--- src/design/ofv_pkg.sv ---
// ofv_pkg: shared constants, register indexes and control types for the
// optical flow velocity update core. No dependencies.
package ofv_pkg;

    localparam int LINE_MAX_DEF  = 1024;
    localparam int ROWS_MAX_DEF  = 1024;
    localparam int FRAC_BITS_DEF = 8;

    localparam int CFG_IDX_W  = 3;
    localparam int CFG_DATA_W = 32;

    localparam logic [CFG_IDX_W-1:0] CFG_ALPHA_SQ     = 3'd0;
    localparam logic [CFG_IDX_W-1:0] CFG_FRAME_WIDTH  = 3'd1;
    localparam logic [CFG_IDX_W-1:0] CFG_FRAME_HEIGHT = 3'd2;
    localparam logic [CFG_IDX_W-1:0] CFG_FIRST_ROW    = 3'd3;
    localparam logic [CFG_IDX_W-1:0] CFG_LAST_ROW     = 3'd4;
    localparam logic [CFG_IDX_W-1:0] CFG_FIRST_COL    = 3'd5;
    localparam logic [CFG_IDX_W-1:0] CFG_LAST_COL     = 3'd6;

    localparam logic [31:0] ALPHA_SQ_RST     = 32'd65536;
    localparam logic [10:0] FRAME_WIDTH_RST  = 11'd640;
    localparam logic [10:0] FRAME_HEIGHT_RST = 11'd480;
    localparam logic [9:0]  FIRST_ROW_RST    = 10'd1;
    localparam logic [9:0]  LAST_ROW_RST     = 10'd478;
    localparam logic [9:0]  FIRST_COL_RST    = 10'd1;
    localparam logic [9:0]  LAST_COL_RST     = 10'd638;

    localparam int PIX_W  = 32;
    localparam int GRAD_W = 48;
    localparam int LINE_W = 2 * PIX_W + GRAD_W;

    // divider: quotient bits kept before the result is known to saturate
    localparam int QUOT_BITS = 18;
    localparam int DIV_W     = 64;

    // x/3 as (x * RECIP_3) >> RECIP_SHIFT, exact for x below 2^19
    localparam logic [18:0] RECIP_3     = 19'd349526;
    localparam int          RECIP_SHIFT = 20;
    localparam logic [19:0] ROUND_12    = 20'd6;

    typedef struct packed {
        logic load;
        logic zero;
        logic shift;
        logic avg;
        logic mul;
        logic sum;
        logic prd;
        logic div_start;
        logic div_v;
        logic cap_u;
        logic cap_v;
        logic out_load;
        logic pass;
        logic fend;
    } t_ofv_cmd;

    typedef struct packed {
        logic div_done;
        logic div_busy;
    } t_ofv_sts;

endpackage

--- src/design/ofv_ctrl.sv ---
// ofv_ctrl: sequencer, frame position counters, bounds registers and output valid.
// Depends on ofv_pkg.
module ofv_ctrl #(
    parameter int LINE_MAX = ofv_pkg::LINE_MAX_DEF,
    parameter int ROWS_MAX = ofv_pkg::ROWS_MAX_DEF
) (
    input  logic                            i_clk,
    input  logic                            i_rst_n,
    input  logic                            i_valid,
    output logic                            o_ready,
    input  logic                            i_drain,
    output logic                            o_valid,
    input  logic                            i_ready,
    input  logic                            i_cfg_we,
    input  logic [ofv_pkg::CFG_IDX_W-1:0]   i_cfg_idx,
    input  logic [ofv_pkg::CFG_DATA_W-1:0]  i_cfg_data,
    output ofv_pkg::t_ofv_cmd               o_cmd,
    output logic [$clog2(LINE_MAX)-1:0]     o_addr,
    input  ofv_pkg::t_ofv_sts               i_sts
);
    localparam int AW = $clog2(LINE_MAX);
    localparam int CW = $clog2(LINE_MAX + 1);
    localparam int RW = $clog2(ROWS_MAX + 2);

    localparam logic [3:0] S_IDLE = 4'd0;
    localparam logic [3:0] S_RD   = 4'd1;
    localparam logic [3:0] S_WIN  = 4'd2;
    localparam logic [3:0] S_AVG  = 4'd3;
    localparam logic [3:0] S_MUL  = 4'd4;
    localparam logic [3:0] S_SUM  = 4'd5;
    localparam logic [3:0] S_PRD  = 4'd6;
    localparam logic [3:0] S_DU0  = 4'd7;
    localparam logic [3:0] S_DU   = 4'd8;
    localparam logic [3:0] S_DV0  = 4'd9;
    localparam logic [3:0] S_DV   = 4'd10;
    localparam logic [3:0] S_OUT  = 4'd11;

    logic [3:0]    r_state, n_state;
    logic [CW-1:0] r_col, n_col;
    logic [RW-1:0] r_row, n_row;
    logic          r_upd, n_upd;
    logic          r_fend, n_fend;
    logic          r_ovalid, n_ovalid;
    logic [10:0]   r_fw;
    logic [10:0]   r_fh;
    logic [9:0]    r_frow;
    logic [9:0]    r_lrow;
    logic [9:0]    r_fcol;
    logic [9:0]    r_lcol;
    logic [CW-1:0] w_w;
    logic [RW-1:0] w_h;
    logic [RW-1:0] w_orow;
    logic [CW-1:0] w_ocol;
    logic [CW-1:0] w_col_inc;
    logic          w_tail;
    logic          w_emit;
    logic          w_upd;
    logic          w_fend;
    logic          w_accept;
    logic          w_size_wr;

    always_comb begin
        if (r_fw < 11'd3) begin
            w_w = CW'(3);
        end else if (32'(r_fw) > 32'(LINE_MAX)) begin
            w_w = CW'(LINE_MAX);
        end else begin
            w_w = CW'(r_fw);
        end
        if (r_fh < 11'd3) begin
            w_h = RW'(3);
        end else if (32'(r_fh) > 32'(ROWS_MAX)) begin
            w_h = RW'(ROWS_MAX);
        end else begin
            w_h = RW'(r_fh);
        end
    end

    assign w_accept  = i_valid && o_ready;
    assign w_tail    = 32'(r_row) >= 32'(w_h);
    assign w_emit    = !(r_row == '0 || (r_row == RW'(1) && r_col == '0));
    assign w_orow    = (r_col != '0) ? r_row - RW'(1) : r_row - RW'(2);
    assign w_ocol    = (r_col != '0) ? r_col - CW'(1) : w_w - CW'(1);
    assign w_col_inc = r_col + CW'(1);
    assign w_size_wr = i_cfg_we && (i_cfg_idx == ofv_pkg::CFG_FRAME_WIDTH ||
                                    i_cfg_idx == ofv_pkg::CFG_FRAME_HEIGHT);

    // interior of the frame and inside the programmed window
    assign w_upd = 32'(w_orow) >= 32'd1 && 32'(w_orow) + 32'd2 <= 32'(w_h) &&
                   32'(w_ocol) >= 32'd1 && 32'(w_ocol) + 32'd2 <= 32'(w_w) &&
                   32'(w_orow) >= 32'(r_frow) && 32'(w_orow) <= 32'(r_lrow) &&
                   32'(w_ocol) >= 32'(r_fcol) && 32'(w_ocol) <= 32'(r_lcol);
    assign w_fend = 32'(w_orow) == 32'(w_h) - 32'd1 && 32'(w_ocol) == 32'(w_w) - 32'd1;

    always_comb begin
        n_state  = r_state;
        n_col    = r_col;
        n_row    = r_row;
        n_upd    = r_upd;
        n_fend   = r_fend;
        n_ovalid = r_ovalid && !i_ready;
        o_cmd    = '0;
        case (r_state)
            S_IDLE: begin
                if (w_accept && !(i_drain && !w_tail)) begin
                    o_cmd.load = 1'b1;
                    o_cmd.zero = w_tail;
                    n_state    = S_RD;
                end
            end
            S_RD: begin
                n_state = S_WIN;
            end
            S_WIN: begin
                o_cmd.shift = 1'b1;
                if (32'(w_col_inc) >= 32'(w_w)) begin
                    n_col = '0;
                    n_row = r_row + RW'(1);
                end else begin
                    n_col = w_col_inc;
                end
                n_upd  = w_upd;
                n_fend = w_fend;
                if (!w_emit) begin
                    n_state = S_IDLE;
                end else begin
                    if (w_fend) begin
                        n_col = '0;
                        n_row = '0;
                    end
                    n_state = w_upd ? S_AVG : S_OUT;
                end
            end
            S_AVG: begin
                o_cmd.avg = 1'b1;
                n_state   = S_MUL;
            end
            S_MUL: begin
                o_cmd.mul = 1'b1;
                n_state   = S_SUM;
            end
            S_SUM: begin
                o_cmd.sum = 1'b1;
                n_state   = S_PRD;
            end
            S_PRD: begin
                o_cmd.prd = 1'b1;
                n_state   = S_DU0;
            end
            S_DU0: begin
                o_cmd.div_start = 1'b1;
                n_state         = S_DU;
            end
            S_DU: begin
                if (i_sts.div_done) begin
                    o_cmd.cap_u = 1'b1;
                    n_state     = S_DV0;
                end
            end
            S_DV0: begin
                o_cmd.div_start = 1'b1;
                o_cmd.div_v     = 1'b1;
                n_state         = S_DV;
            end
            S_DV: begin
                if (i_sts.div_done) begin
                    o_cmd.cap_v = 1'b1;
                    n_state     = S_OUT;
                end
            end
            S_OUT: begin
                if (!r_ovalid || i_ready) begin
                    o_cmd.out_load = 1'b1;
                    o_cmd.pass     = !r_upd;
                    o_cmd.fend     = r_fend;
                    n_ovalid       = 1'b1;
                    n_state        = S_IDLE;
                end
            end
            default: begin
                n_state = S_IDLE;
            end
        endcase
        if (w_size_wr) begin
            n_col = '0;
            n_row = '0;
        end
    end

    always_ff @(posedge i_clk) begin
        if (!i_rst_n) begin
            r_state  <= S_IDLE;
            r_col    <= '0;
            r_row    <= '0;
            r_upd    <= 1'b0;
            r_fend   <= 1'b0;
            r_ovalid <= 1'b0;
            r_fw     <= ofv_pkg::FRAME_WIDTH_RST;
            r_fh     <= ofv_pkg::FRAME_HEIGHT_RST;
            r_frow   <= ofv_pkg::FIRST_ROW_RST;
            r_lrow   <= ofv_pkg::LAST_ROW_RST;
            r_fcol   <= ofv_pkg::FIRST_COL_RST;
            r_lcol   <= ofv_pkg::LAST_COL_RST;
        end else begin
            r_state  <= n_state;
            r_col    <= n_col;
            r_row    <= n_row;
            r_upd    <= n_upd;
            r_fend   <= n_fend;
            r_ovalid <= n_ovalid;
            if (i_cfg_we) begin
                case (i_cfg_idx)
                    ofv_pkg::CFG_FRAME_WIDTH:  r_fw   <= i_cfg_data[10:0];
                    ofv_pkg::CFG_FRAME_HEIGHT: r_fh   <= i_cfg_data[10:0];
                    ofv_pkg::CFG_FIRST_ROW:    r_frow <= i_cfg_data[9:0];
                    ofv_pkg::CFG_LAST_ROW:     r_lrow <= i_cfg_data[9:0];
                    ofv_pkg::CFG_FIRST_COL:    r_fcol <= i_cfg_data[9:0];
                    ofv_pkg::CFG_LAST_COL:     r_lcol <= i_cfg_data[9:0];
                    default: begin
                    end
                endcase
            end
        end
    end

    assign o_ready = r_state == S_IDLE;
    assign o_valid = r_ovalid;
    assign o_addr  = r_col[AW-1:0];

    a_col_in_row: assert property (@(posedge i_clk) disable iff (!i_rst_n)
        32'(r_col) < 32'(w_w))
        else $error("column counter past frame width");

    a_row_bound: assert property (@(posedge i_clk) disable iff (!i_rst_n)
        32'(r_row) <= 32'(w_h) + 32'd1)
        else $error("row counter past frame tail");

    a_fend_restart: assert property (@(posedge i_clk) disable iff (!i_rst_n)
        o_cmd.out_load && o_cmd.fend |-> r_col == '0 && r_row == '0)
        else $error("frame end without position restart");

    a_div_idle_start: assert property (@(posedge i_clk) disable iff (!i_rst_n)
        o_cmd.div_start |-> !i_sts.div_busy)
        else $error("divider started while busy");
endmodule

--- config.mk ---
export PLATFORM = sky130hd
export DESIGN_NAME = ofv_ctrl
export DESIGN_NICKNAME = d
export VERILOG_FILES = /design/src/design/ofv_pkg.sv /design/src/design/ofv_ctrl.sv
export SDC_FILE = /design/constraint.sdc
export NUM_CORES = 1
export LEC_CHECK = 0
export ABC_CLOCK_PERIOD_IN_PS = 5300
export BUFFER_PORTS_ARGS = -buffer_cell sky130_fd_sc_hd__clkbuf_2
export CORE_UTILIZATION = 62
export CTS_CLUSTER_SIZE = 14
export DETAILED_ROUTE_END_ITERATION = 7
export GPL_TIMING_DRIVEN = 0
export MAX_ROUTING_LAYER = met4
export PLACE_DENSITY = 0.82
export SETUP_SLACK_MARGIN = 0.1
export SLEW_MARGIN = 10
export SYNTH_ARGS = -nofsm -noshare
export SYNTH_HDL_FRONTEND = slang
export SYNTH_SLANG_ARGS = --single-unit
--- constraint.sdc ---
create_clock -name i_clk -period 5.3 [get_ports i_clk]
set_input_delay 0.265 -clock i_clk [delete_from_list [all_inputs] [get_ports i_clk]]
set_output_delay 0.265 -clock i_clk [all_outputs]
set_load 0.01 [all_outputs]
* Word level (Yosys, flattened, before mapping)
Cells that the tools add are included.
** Storage, ports and cells
- Bits of input ports :: 43
- Output and inout port bits :: 26
- Logic and storage cells :: 131
- Register bits after elaboration :: 91
** Cells by class
- Order comparisons :: 14
- Multiplexer cells :: 35
- Equality and inequality tests :: 24
- Add/subtract/negate cells :: 10
- Reduce and logical (&&, ||, !) cells :: 35
- Bitwise operators :: 1
** Operator list (count)
- two-way mux 11 bit :: 12
- == test 11 x 32 -> 1 bit :: 2
- case mux 4 bit (12 select lines) :: 1
- subtractor 11 x 1 -> 11 bit, second input constant :: 3
- adder 11 x 2 -> 12 bit, second input constant :: 2
- less-or-equal comparator 12 x 11 -> 1 bit :: 2
- two-way mux 4 bit :: 6
- subtractor 11 x 1 -> 12 bit, second input constant :: 2
- adder 11 x 1 -> 11 bit, second input constant :: 2
- greater-or-equal comparator 11 x 1 -> 1 bit, second input constant :: 2
- greater-or-equal comparator 11 x 10 -> 1 bit :: 2
- greater-or-equal comparator 11 bit :: 2
- greater-than comparator 11 bit, second input constant :: 2
- less-or-equal comparator 11 x 10 -> 1 bit :: 2
- zero test 11 bit :: 2
- less-than comparator 11 x 2 -> 1 bit, second input constant :: 2
- == test 4 x 3 -> 1 bit, second input constant :: 4
- == test 4 bit, second input constant :: 4
- logical AND 1 bit :: 14
- two-way mux 1 bit :: 12
- AND reduction 2 bit :: 6
- == test 11 x 1 -> 1 bit, second input constant :: 1
- nonzero test 11 bit :: 1
- subtractor 11 x 2 -> 11 bit, second input constant :: 1
- 15 further kinds :: 30

* Longest topological paths before layout
- Word-level depth :: 15
- Mapped depth :: 24
- Gate-level depth less buffers :: 23

* Worst setup path before layout
OpenSTA, ideal clock, no wires.
- Path type :: register to register
- From :: register r_col[0]
- To :: register r_state[3]
- Period minus slack after synthesis :: 4673 ps
- Buffers on the path :: 2
- Data required time :: 5185 ps
- Cell stages (with the launch flop) :: 25
- Arrival :: 4558 ps
- Setup time :: 115 ps
- Setup slack :: 627 ps
- Cell sequence :: dfxtp_1 -> inv_1 -> ha_1 -> or3b_1 -> clkbuf_1 -> nor3_2 -> buf_6 -> mux2_2 -> ha_1 -> xor2_1 -> inv_1 -> ha_1 -> nand2_1 -> nor2_1 -> xnor2_1 -> ha_1 -> a21o_1 -> a21oi_1 -> nor2b_1 -> o31a_1 -> o21a_1 -> o21a_1 -> o21ai_0 -> a31oi_1 -> o21a_1
** On the way
- Word-level cells in the longest chain between the ends :: 14
- Elaborated cells on any way between the ends :: 27
- Classes of those cells :: add/sub: 3; order compare: 8; mux: 5; reduce/logical: 11
** Ends and longest elaborated chain
- start: declaration :: RTL line ofv_ctrl.sv:39 : logic [CW-1:0] r_col, n_col;
- start signal: assignment :: RTL line ofv_ctrl.sv:206 : r_col <= n_col;
- branches (longest 12 deep; another with adder 11 x 2 -> 12 bit)
- two-way mux 4 bit (*) :: RTL line ofv_ctrl.sv:124 : if (!w_emit) begin
- case mux 4 bit (12 select lines) (*) :: RTL line ofv_ctrl.sv:103 : case (r_state)
- end signal: assignment :: RTL line ofv_ctrl.sv:205 : r_state <= n_state;
- end: declaration :: RTL line ofv_ctrl.sv:38 : logic [3:0] r_state, n_state;
Mark *: on every way between the ends.
A chain may end at the register's enable or synchronous reset.

* Worst setup path in the final report
- From :: register r_col[1]
- To :: register r_state[3]
Same word-level chain as after synthesis.

==> impl_metrics.csv <==
group,metric,value,unit
routing,drc_errors,0,
yosys,synthTopCellsByArea,"dfxtp_1, ha_1, nand2_1, xnor2_1, a21oi_1",
sta,tightest_slew,1030,ps
worst_hold_path,hp-class,"in -> reg",
worst_setup_path,crit_required,5550,ps
cells_and_area,final_core_util,70.7,%
clocking,cts_tree,"done",
cells_and_area,diodes,0,
global_routing,track_usage,36.0,%
routing,wl_per_cell,17.8,um
clocking,clkTransAtPathRegs,80,ps
routing,ant_nets,0,
sta,rsz0062_at_grt,"false",
placed_design,gp_congestion,0.972,
die,dieArea,14100,um^2
worst_setup_path,worstSetupEndpointType,"register",
die,start_util,63.6,%
cells_and_area,syn_to_final_growth,11.1,%
yosys,synth_edf_count,0,
yosys,ys.warnings.count,0,
sta,layout_setup_ws,306,ps
die,io-pin-count,69,
power,powerDensity,221,nW/um^2
sta,relSlewSlack,29.1,%
power,leakagePower,0.00398,uW
global_routing,use_met3,7.23,%
die,die_h,119,um
routing,first_pass_iters,6,
sta,setup_violations,0,
die,die_w,119,um
yosys,ys_ff_latch,91,
global_routing,use_met2,55.6,%
placed_design,hpwlAfterDp,18.6,mm
yosys,synth_cells,1121,
run,cap_violations,0,
clocking,root_buffer,"clkbuf_16",
clocking,cts_buffers,9,
worst_setup_path,criticalPathCategory,"reg -> reg",
clocking,htreeDepth,3,
worst_setup_path,crit_arrival,5250,ps
routing,vias_per_cell,6.18,
yosys,ys_seq_area_share,21.5,%
cells_and_area,layout-drive-gt1-share,13.0,%
yosys,yosysTopAreaCellShare,21.5,%
power,ir_drop,0.286,mV
cells_and_area,multi_input_area,6100,um^2
yosys,synth_nets,1267,
die,num_rows,42,
sta,drv_slew,0,
global_routing,antenna_found_initial,0,
clocking,clkLatencyLatePin,360,ps
global_routing,grt-ovfl-total,0,
routing,finalWirelength,24.3,mm
status,outcome,"complete, no violations",
routing,via_count,8434,
placed_design,dp_cells,1340,
sta,finalHoldViolCount,0,
clocking,cts_hold_buf,0,
global_routing,grt_pass1_wl,39.1,mm
global_routing,grt_pass1_vias,7717,
global_routing,grt_max_degree,18,
power,power,2070,uW
cells_and_area,n_fill_cell,1181,
clocking,numClockSinks,91,
worst_setup_path,cp-start-kind,"register",
worst_setup_path,r2r_setup_slack,310,ps
placed_design,io_buffers,43,
yosys,synth_area,8460,um^2
yosys,syn_avg_cell_area,7.55,um^2
die,coreArea,13300,um^2
yosys,ys_types,87,
clocking,clockBufferDepth,2,
cells_and_area,nNetsFinal,1329,
yosys,async_flop_share,0,%
routing,drt_iter0_drc,774,
yosys,synth_flop_cell,"dfxtp_1",
global_routing,grt_use_met1,47.1,%
sta,clock_skew,13.5,ps
sta,period_needed,4990,ps
sta,fmaxAchievable,0.200,GHz
worst_setup_path,cp_max_fo,10,
yosys,yosysTopAreaCell,"dfxtp_1",
global_routing,busiest_layer,"met2",
placed_design,post-place-ws,-358,ps
cells_and_area,register_area,1820,um^2
sta,finalCritPeriodShare,94.2,%
cells_and_area,layout_commonest_cell,"nand2_1",
cells_and_area,fin_cells,1364,
cells_and_area,layout_common_cells,"nand2_1, ha_1, dfxtp_1",
## metal layers
metal  wire (um)  vias to the layer above
met2       11100                      379
met4         681                        0
li1            -                     4087
met1       10600                     3917
met3        2000                       51
met5           0                        -
## layout make-up
| class | count | share of cell area [%] |
|---|---|---|
| Buffer | 67 | 3.57 |
| Clock buffer | 10 | 2.44 |
| Multi-Input combinational cell | 873 | 64.9 |
| Tap cell | 176 | 2.34 |
| Sequential cell | 91 | 19.4 |
| Clock inverter | 6 | 0.838 |
| Timing Repair Buffer | 52 | 3.01 |
| Inverter | 89 | 3.55 |
## critical path, stage by stage (launching register included)
cell      delay (ps)
dfxtp_1          380
inv_1            100
ha_1             180
or3b_4           440
nor3_4           160
buf_6            190
mux2_2           240
ha_4             210
nand3_1          160
and4_1           270
a211oi_4         280
inv_1            150
ha_1             310
a21o_1           160
a21oi_1          170
nor2b_1           60
o31a_1           240
o21a_1           170
o21a_1           160
o32a_1           210
a211oi_2         270
a31oi_1          170
o21a_1           190
## worst paths after layout
path / to / cells past startpoint / start
max: r_state[3]$_SDFFE_PN0P_ / 22 / r_col[1]$_SDFFE_PP0P_
min: r_fh[10]$_SDFFE_PN0P_ / 3 / i_cfg_data[10]
max reg2reg: r_state[3]$_SDFFE_PN0P_ / 22 / r_col[1]$_SDFFE_PP0P_
min reg2reg: r_frow[5]$_SDFFE_PN0P_ / 2 / r_frow[5]$_SDFFE_PN0P_
## report_power, final
group          internal, uW  leakage (uW)  total [uW]  switching (uW)
Combinational           278       0.00309         672             394
Sequential              699      0.000738         711            12.1
Clock                   378      0.000152         691             312
## metrics by stage
stage	TNS [ps]	hold WS (ps)	instance area, um^2
final	0	162	9400
after global routing	0	157	9400
after CTS	0	155	9270
after detailed placement	-640	447	8900
after global placement	-520	438	8900
after floorplan	0	389	8460
## timing repair
item | in CTS | in global routing
buffers inserted | 3 | 6
endpoints found under the setup margin | 2 | 6
gates cloned | 0 | 0
resized for setup | 13 | 31
pin swaps | 1 | 3
## cell families (layout without fill, tap and decap cells)
group,Yosys count,in the layout,share of synthesized area (%)
buf+inv,157,224,7.81
xor+xnor,65,65,6.82
compound gates,258,258,21.1
mux,8,8,0.976
flops,91,91,21.5
simple gates,439,439,26.6
fa+ha+maj,103,103,15.2
## synth_stat cells, types with 4 or more instances
| master | count |
|---|---|
| nand2b_1 | 15 |
| and2_1 | 5 |
| a21o_1 | 21 |
| nand2_1 | 179 |
| o21a_1 | 16 |
| or3_1 | 12 |
| or4_1 | 7 |
| nor2b_1 | 18 |
| nand3_1 | 29 |
| o21ai_0 | 28 |
| nor4b_1 | 4 |
| dfxtp_1 | 91 |
| xor2_1 | 14 |
| o31a_1 | 7 |
| nor3_1 | 42 |
| o22ai_1 | 7 |
| mux2i_1 | 6 |
| a21oi_1 | 82 |
| nor2_1 | 48 |
| a22oi_1 | 4 |
| inv_1 | 86 |
| and3_1 | 5 |
| xnor2_1 | 50 |
| clkbuf_1 | 45 |
| nor2_2 | 10 |
| nand4_1 | 18 |
| ha_1 | 103 |
| o211ai_1 | 21 |
| a31oi_1 | 17 |
| nor4_1 | 17 |
| o21ai_1 | 4 |
| nor4_4 | 4 |
| a311oi_1 | 6 |
| buf_4 | 10 |
| a211oi_1 | 5 |
| buf_2 | 9 |
## registers in the layout, indices dropped and copies added, names as in the netlist
| register | count |
|---|---|
| o_valid | 1 |
| r_col | 11 |
| r_fcol | 10 |
| r_fend | 1 |
| r_fh | 11 |
| r_frow | 10 |
| r_fw | 11 |
| r_lcol | 10 |
| r_lrow | 10 |
| r_row | 11 |
| r_state | 4 |
| r_upd | 1 |
Note: power is estimated with default switching activity, not from simulation.
